### config.mk
export PLATFORM = sky130hd
export DESIGN_NAME = grmc_march
export DESIGN_NICKNAME = d
export VERILOG_FILES = /design/src/hdl/grmc_pkg.sv /design/src/hdl/grmc_march.sv
export SDC_FILE = /design/constraint.sdc
export NUM_CORES = 1
export LEC_CHECK = 0
export BUFFER_PORTS_ARGS = -buffer_cell sky130_fd_sc_hd__buf_4
export CAP_MARGIN = 15
export CORE_MARGIN = 2
export CORE_UTILIZATION = 45
export DETAILED_ROUTE_END_ITERATION = 16
export PLACE_DENSITY = 0.71
export SLEW_MARGIN = 15
export SYNTH_ARGS = -nofsm -noshare
export SYNTH_HDL_FRONTEND = slang
export SYNTH_SLANG_ARGS = --single-unit
### constraint.sdc
create_clock -name clk -period 9 [get_ports clk]
set_input_delay 0 -clock clk [delete_from_list [all_inputs] [get_ports clk]]
set_output_delay 0 -clock clk [all_outputs]
set_load 0.005 [all_outputs]
### src/hdl/grmc_pkg.sv
// shared types, constants and tables for the grid ray march column block
`default_nettype none
package grmc_pkg;

	localparam int NUM_COLUMNS_DEF = 80;
	localparam int SCREEN_ROWS_DEF = 25;
	localparam int MAX_STEPS_DEF   = 160;
	localparam int HALF_FOV_BAM    = 5461;
	localparam int CELL_UNIT       = 163840;
	localparam int MAP_SIZE        = 16;
	localparam int NUM_REGS        = 4;

	typedef struct packed {
		logic [15:0] pos_x;
		logic [15:0] pos_y;
		logic [15:0] view_angle;
		logic [6:0]  column;
	} grmc_in_t;

	typedef struct packed {
		logic [6:0] column_out;
		logic       ray_hit;
		logic [7:0] march_steps;
		logic [7:0] wall_height;
		logic       has_rows;
		logic [4:0] first_row;
		logic [4:0] last_row;
		logic       near_shade;
	} grmc_out_t;

	typedef enum logic [2:0] {
		ST_IDLE,
		ST_ANGLE,
		ST_TRIG,
		ST_MARCH,
		ST_DIV,
		ST_ROWS,
		ST_DONE
	} grmc_state_t;

	// quarter-wave sine, q14
	function automatic logic [14:0] sin_quarter(input logic [6:0] j);
		logic [14:0] r;
		case (j)
			7'd0: r = 15'd0;      7'd1: r = 15'd402;    7'd2: r = 15'd804;
			7'd3: r = 15'd1205;   7'd4: r = 15'd1606;   7'd5: r = 15'd2006;
			7'd6: r = 15'd2404;   7'd7: r = 15'd2801;   7'd8: r = 15'd3196;
			7'd9: r = 15'd3590;   7'd10: r = 15'd3981;  7'd11: r = 15'd4370;
			7'd12: r = 15'd4756;  7'd13: r = 15'd5139;  7'd14: r = 15'd5520;
			7'd15: r = 15'd5897;  7'd16: r = 15'd6270;  7'd17: r = 15'd6639;
			7'd18: r = 15'd7005;  7'd19: r = 15'd7366;  7'd20: r = 15'd7723;
			7'd21: r = 15'd8076;  7'd22: r = 15'd8423;  7'd23: r = 15'd8765;
			7'd24: r = 15'd9102;  7'd25: r = 15'd9434;  7'd26: r = 15'd9760;
			7'd27: r = 15'd10080; 7'd28: r = 15'd10394; 7'd29: r = 15'd10702;
			7'd30: r = 15'd11003; 7'd31: r = 15'd11297; 7'd32: r = 15'd11585;
			7'd33: r = 15'd11866; 7'd34: r = 15'd12140; 7'd35: r = 15'd12406;
			7'd36: r = 15'd12665; 7'd37: r = 15'd12916; 7'd38: r = 15'd13160;
			7'd39: r = 15'd13395; 7'd40: r = 15'd13623; 7'd41: r = 15'd13842;
			7'd42: r = 15'd14053; 7'd43: r = 15'd14256; 7'd44: r = 15'd14449;
			7'd45: r = 15'd14635; 7'd46: r = 15'd14811; 7'd47: r = 15'd14978;
			7'd48: r = 15'd15137; 7'd49: r = 15'd15286; 7'd50: r = 15'd15426;
			7'd51: r = 15'd15557; 7'd52: r = 15'd15679; 7'd53: r = 15'd15791;
			7'd54: r = 15'd15893; 7'd55: r = 15'd15986; 7'd56: r = 15'd16069;
			7'd57: r = 15'd16143; 7'd58: r = 15'd16207; 7'd59: r = 15'd16261;
			7'd60: r = 15'd16305; 7'd61: r = 15'd16340; 7'd62: r = 15'd16364;
			7'd63: r = 15'd16379; 7'd64: r = 15'd16384;
			default: r = 15'd0;
		endcase
		return r;
	endfunction

	// signed sine on a 256-step circle
	function automatic logic signed [15:0] sin_idx(input logic [7:0] idx);
		logic [6:0]  j;
		logic [14:0] m;
		j = {1'b0, idx[5:0]};
		m = idx[6] ? sin_quarter(7'd64 - j) : sin_quarter(j);
		return idx[7] ? -$signed({1'b0, m}) : $signed({1'b0, m});
	endfunction

endpackage
`default_nettype wire

### src/hdl/grmc_march.sv
// march unit: one step of the ray per cycle with one shared cell test
`default_nettype none
module grmc_march #(
	parameter int MAX_STEPS = grmc_pkg::MAX_STEPS_DEF
) (
	input  wire logic                clk,
	input  wire logic                arst_n,
	input  wire logic                start,
	input  wire logic [15:0]         pos_x,
	input  wire logic [15:0]         pos_y,
	input  wire logic signed [15:0]  dx,
	input  wire logic signed [15:0]  dy,
	input  wire logic [255:0]        map_bits,
	output logic                     busy,
	output logic                     hit,
	output logic [$clog2(MAX_STEPS+1)-1:0] steps
);
	import grmc_pkg::*;

	localparam int KW = $clog2(MAX_STEPS + 1);

	logic signed [23:0] nx_q, ny_q;
	logic [KW-1:0]      k_q;
	logic               busy_q, hit_q;
	logic signed [23:0] tx, ty;
	logic               out_x, out_y, wall;
	logic [3:0]         cx, cy;
	logic [15:0]        px_mul, py_mul;

	// point after the next step
	assign tx = nx_q + 24'(dx);
	assign ty = ny_q + 24'(dy);

	// truncation toward zero, edge test
	// cell = (n >> 15) / 5, the divide by 5 as a multiply by 205 and shift by 10
	always_comb begin
		out_x = (tx <= -24'sd163840) || (tx >= 24'sd2621440);
		out_y = (ty <= -24'sd163840) || (ty >= 24'sd2621440);
		px_mul = 16'(tx[22:15]) * 16'd205;
		py_mul = 16'(ty[22:15]) * 16'd205;
		cx = tx[23] ? 4'd0 : px_mul[13:10];
		cy = ty[23] ? 4'd0 : py_mul[13:10];
		wall = map_bits[{cx, cy}];
	end

	// step sequencer
	always_ff @(posedge clk or negedge arst_n) begin
		if (!arst_n) begin
			busy_q <= 1'b0;
			hit_q  <= 1'b0;
			k_q    <= '0;
		end else if (start) begin
			busy_q <= 1'b1;
			hit_q  <= 1'b0;
			k_q    <= '0;
		end else if (busy_q) begin
			k_q <= k_q + 1'b1;
			if (out_x || out_y || wall) begin
				hit_q  <= 1'b1;
				busy_q <= 1'b0;
			end else if (k_q + 1'b1 == KW'(MAX_STEPS)) begin
				busy_q <= 1'b0;
			end
		end
	end

	// ray point accumulators
	always_ff @(posedge clk) begin
		if (start) begin
			nx_q <= 24'(pos_x) * 24'sd40;
			ny_q <= 24'(pos_y) * 24'sd40;
		end else if (busy_q) begin
			nx_q <= tx;
			ny_q <= ty;
		end
	end

	assign busy  = busy_q;
	assign hit   = hit_q;
	assign steps = k_q;
endmodule
`default_nettype wire

# Word-level counts from Yosys, hierarchy flattened
# Cells that the tools add are included.
# W data, S select, Z words.
word_totals:
  regBits: 58
  in_bits: 323
classes:
  n_addsub: 3
  multipliers: 4
  magnitude_cmp: 5
  eq_ne: 1
  mux: 17
  n_reduce_logical: 7
ops:
  columns: ["operator", "n"]
  rows:
  - ["$mux W22", 4]
  - ["$add A24 B16 Y24", 2]
  - ["$ge A24 B23 Y1 const B", 2]
  - ["$le A24 B19 Y1 const B", 2]
  - ["$mul A16 B3 Y19 const B", 2]
  - ["$mul A8 B8 Y14 const B", 2]
  - ["$mux W8", 2]
  - ["$lt A8 B9 Y1 const B", 1]
  - ["$add A8 B1 Y8 const B", 1]
  - ["$bmux W1 S8", 1]
  - ["$eq A8 B8 Y1 const B", 1]
  - ["$mux W1", 8]
  - ["$mux W4", 2]
  - ["$logic_or A1 B1 Y1", 4]
  - ["$reduce_bool A2 Y1", 2]
  - ["$reduce_and A2 Y1", 1]

# Logic depth before layout (Yosys ltp)
depth:
  depth_word: 9
  depth_mapped: 39
  mapped_depth_nobuf: 38

# Least setup slack after synthesis
# Ideal clock, no wire load.
synth_timing:
  kind: "flip-flop to flip-flop"
  startpoint: "reg ny_q[0]"
  endpoint: "reg busy_q (netlist: busy)"
  setup_ns: 0.120
  arrival_time_ns: 7.820
  t_required_ns: 8.880
  setup_slack_ns: 1.061
  path_stages_with_launch: 37
  path_buffers: 1
  cell_sequence: "dfxtp_1 -> ha_1 -> fa_1 -> a21o_1 -> a21oi_1 -> o21ai_0 -> a21oi_1 -> o21bai_1 -> a221o_1 -> a21o_1 -> a21o_1 -> a31oi_1 -> xnor2_1 -> inv_1 -> ha_1 -> inv_1 -> ha_1 -> inv_1 -> fa_1 -> fa_1 -> inv_1 -> ha_1 -> a21o_1 -> a21o_1 -> a21o_1 -> o31a_1 -> nand3_1 -> o221ai_1 -> nor2_4 -> buf_2 -> nor2_1 -> nor2_1 -> o221ai_1 -> o2111a_1 -> or4_1 -> and4_1 -> a31o_1"
synth_between:
  elab_chain_len: 9
  word_cells_on_any_way: 13
  classes_between: "1 x add/sub; 1 x mul; 2 x order compare; 6 x mux; 3 x reduce/logical"
synth_lines:
  columns: ["element", "line", "text"]
  rows:
  - ["start: declaration", "grmc_march.sv:22", "logic signed [23:0] nx_q, ny_q;"]
  - ["start signal: assignment", "grmc_march.sv:71", "ny_q <= 24'(pos_y) * 24'sd40;"]
  - ["start signal: assignment", "grmc_march.sv:74", "ny_q <= ty;"]
  - ["$add A24 B16 Y24 *", "grmc_march.sv:32", "assign ty = ny_q + 24'(dy);"]
  - ["$mul A8 B8 Y14", "grmc_march.sv:40", "py_mul = 16'(ty[22:15]) * 16'd205;"]
  - ["$mux W4", "grmc_march.sv:42", "cy = ty[23] ? 4'd0 : py_mul[13:10];"]
  - ["$bmux W1 S8", "grmc_march.sv:43", "wall = map_bits[{cx, cy}];"]
  - ["$mux W1 (implied by the code)", "grmc_march.sv:43", null]
  - ["$logic_or A1 B1 Y1 *", "grmc_march.sv:58", "if (out_x || out_y || wall) begin"]
  - ["$mux W1 *", "grmc_march.sv:58", null]
  - ["$mux W1 *", "grmc_march.sv:56", "end else if (busy_q) begin"]
  - ["$mux W1 *", "grmc_march.sv:52", "end else if (start) begin"]
  - ["end signal: assignment", "grmc_march.sv:53", "busy_q <= 1'b1;"]
  - ["end signal: assignment", "grmc_march.sv:60", "busy_q <= 1'b0;"]
  - ["end signal: assignment", "grmc_march.sv:62", "busy_q <= 1'b0;"]
  - ["end: declaration", "grmc_march.sv:24", "logic busy_q, hit_q;"]
# Mark *: on every way between the ends. The rest lies on a longest branch, timed or not. The select of a mux whose other input is x is not followed.
# A chain may end at the register's enable or synchronous reset.

# Worst setup path in the final report
# Same ends and word-level chain as after synthesis.

==> impl_metrics.py <==
metrics = {
    "run_status": {
        "outcome": "finished, final reports clean",
    },
    "final_layout": {
        "multi_input_area_mm2": 0.00957,
        "syn2layout_area_growth_pct": 30.7,
        "final_common_cell": "buf_4",
        "final_cell_mix": "buf_4, ha_1, inv_1",
        "fill_cells": 2302,
        "regArea_mm2": 0.00159,
        "stdcell_count": 2105,
        "drive_above_1_share_pct": 27.0,
        "nets": 2291,
    },
    "logic_synthesis": {
        "synth_top_area_share_pct": 19.0,
        "synthFlopType": "edfxtp_1",
        "synth.avg_cell_area_um2": 8.23,
        "synth_edf_count": 38,
        "synth_fp_nets": 1951,
        "synth_largest_area_cell": "ha_1",
        "netlist_area_mm2": 0.0117,
        "ys_ff_latch": 58,
        "synth_cell_types": 95,
        "yosys_warnings": 0,
        "yosys-top-cells-area": "ha_1, edfxtp_1, a21oi_1",
        "yosysSeqAreaShare_pct": 13.6,
        "synthArstFlopShare_pct": 17.2,
        "synth_cells": 1424,
    },
    "sta": {
        "relSlewSlack_pct": 27.1,
        "clock_skew_ns": 0.00690,
        "setup_violations": 0,
        "fin_tns_setup_ns": 0,
        "rsz0062_at_grt": "true",
        "period_needed_ns": 8.65,
        "worstMarginPinSlew_ns": 1.09,
        "post-route-period-util_pct": 96.1,
        "hold_viol": 0,
        "slew_violations": 0,
        "finalWorstSetupSlack_ns": 0.353,
        "max_freq_mhz": 116,
    },
    "setup_path": {
        "cp-start-kind": "flop",
        "crit_type": "reg2reg",
        "path_max_fanout": 7,
        "crit_path_top_delay_cell": "fa_1",
        "cp.arrival_ns": 8.86,
        "crit_top_cell": "a21o_1",
        "cp-end-kind": "flop",
        "slowest_delay_ns": 0.55,
        "required_ns": 9.21,
    },
    "global_routing": {
        "gr-usage-all-layers_pct": 30.3,
        "grt_pass1_vias": 12440,
        "grt_max_degree": 62,
        "grt-ovfl-total": 0,
        "grt_pass1_wl_um": 64900,
        "grt_antenna_before_repair": 1,
    },
    "run": {
        "cap_violations": 0,
    },
    "clocking": {
        "cts-root-buf": "clkbuf_16",
        "cts_buffer_depth": 2,
        "clkLatencyLatePin_ns": 0.33,
        "cts_buffers": 9,
        "clock-sinks": 58,
        "tritoncts": "built",
        "clkTransAtPathRegs_ns": 0.05,
        "htree_levels": 3,
    },
    "floorplan": {
        "dieArea_mm2": 0.0274,
        "die_h_um": 165,
        "initial_core_util_pct": 45.4,
        "rows": 59,
        "io_pins": 333,
        "die_x_um": 165,
        "design.core.area_mm2": 0.0258,
    },
    "min_path": {
        "hold_path_class": "in2reg",
    },
    "place": {
        "dp.cells": 2065,
        "dpl_worst_slack_ns": -0.279,
        "hpwlAfterDp_um": 34900,
        "place.port_buffers": 332,
        "gp_congestion": 0.955,
    },
    "route": {
        "route.vias.total": 12876,
        "vias_per_cell": 6.12,
        "drtAntennaViolNets": 0,
        "firstDrtPassIters": 6,
        "drt-total-wl_um": 43200,
        "wl_per_cell_um": 20.5,
        "drc": 0,
        "drt_iter0_drc": 1130,
    },
}
## metal layers
| metal | vias up | part of all wire, % | track usage, % |
|---|---|---|---|
| met5 | - | 0 | 0 |
| met4 | 0 | 5.9 | 16.6 |
| met3 | 138 | 8.0 | 4.87 |
| met2 | 647 | 47 | 52.4 |
| met1 | 6007 | 39 | 35.8 |
| li1 | 6084 | - | - |
## worst max-delay path: cells and delay by family, from the launching register on
family | cells | cell delay (ns)
xor+xnor | 1 | 0.17
buf+inv | 5 | 0.57
compound gates | 22 | 4.53
flops | 1 | 0.31
simple gates | 2 | 0.44
fa+ha+maj | 7 | 2.50
## stage by stage
| stage | utilization (%) | hold slack [ns] | area [um^2] |
|---|---|---|---|
| finish | 59.3 | 0.0327 | 15300 |
| global route | 59.3 | 0.0300 | 15300 |
| CTS | 58.0 | 0.0242 | 15000 |
| detailed placement | 56.6 | -0.156 | 14600 |
| global placement | 56.6 | -0.157 | 14600 |
| floorplan | - | -0.296 | 11700 |
## flip-flops by register name (all words and copies together), names as in the netlist
register / count
steps: 8
nx_q: 24
ny_q: 24
busy: 1
hit: 1
## layout make-up
| cell class | instances | area share, % |
|---|---|---|
| Tap cell | 335 | 2.74 |
| Sequential cell | 58 | 10.4 |
| Multi-Input combinational cell | 1178 | 62.5 |
| Inverter | 128 | 3.14 |
| Clock buffer | 15 | 1.89 |
| Clock inverter | 1 | 0.0327 |
| Antenna cell | 1 | 0.0163 |
| Timing Repair Buffer | 389 | 19.3 |
## final timing paths
check | startpoint | to | slack, ns | cells past startpoint
hold / removal | pos_y[15] | ny_q[21]$_DFFE_PP_ | 0.03 | 2
min in group asynchronous | arst_n | steps[0]$_DFFE_PN0P_ | 0.05 | 2
setup / recovery | ny_q[0]$_SDFFE_PP0P_ | busy$_DFF_PN0_ | 0.35 | 37
hold reg to reg | nx_q[0]$_SDFFE_PP0P_ | nx_q[0]$_SDFFE_PP0P_ | 0.50 | 2
setup reg to reg | ny_q[0]$_SDFFE_PP0P_ | busy$_DFF_PN0_ | 0.35 | 37
max in group asynchronous | arst_n | busy$_DFF_PN0_ | 8.80 | 2
## logic make-up (layout without fill, tap and decap cells)
kind of cell	after synthesis	count (layout)	synth area share, %
DFF	58	58	13.6
muxes	56	56	5.12
other	0	1	0
adders and majority gates	204	204	23.4
xor gates and xnor gates	89	89	6.65
AOI/OAI and AO/OA	507	508	30.9
and+or+nand+nor	321	321	13.7
buffers and inverters	189	533	6.60
## cells in the mapped netlist (all sizes together), types with 7 or more instances
master  number
nor2b        9
o21a         7
o221ai      16
and2         7
nand3       41
mux2        19
dfxtp       10
buf         26
clkbuf      35
a211oi      18
o211ai      15
nand4        8
edfxtp      38
dfrtp       10
or3          9
xnor2       69
ha         178
mux2i       37
a22o        27
xor2        20
nor3        20
inv        128
nand2      106
nor2        74
o21ai       58
nand2b       8
a22oi       23
fa          26
a221oi      42
o21bai      34
a31oi       17
o22ai       28
and3        12
a21o        32
a21oi      125
## repair_timing
action                                  in CTS  in global routing
hold endpoints to repair                    14                  0
pin swaps                                    0                  7
buffers inserted                             0                 17
gates resized for setup                      3                 34
endpoints found under the setup margin       2                  2
hold buffers                                 5                  0
cloned                                       0                  1
Power is left out: the tool's default activity adds up to more than one toggle a clock period on the data nets, which glitch-free logic cannot reach.
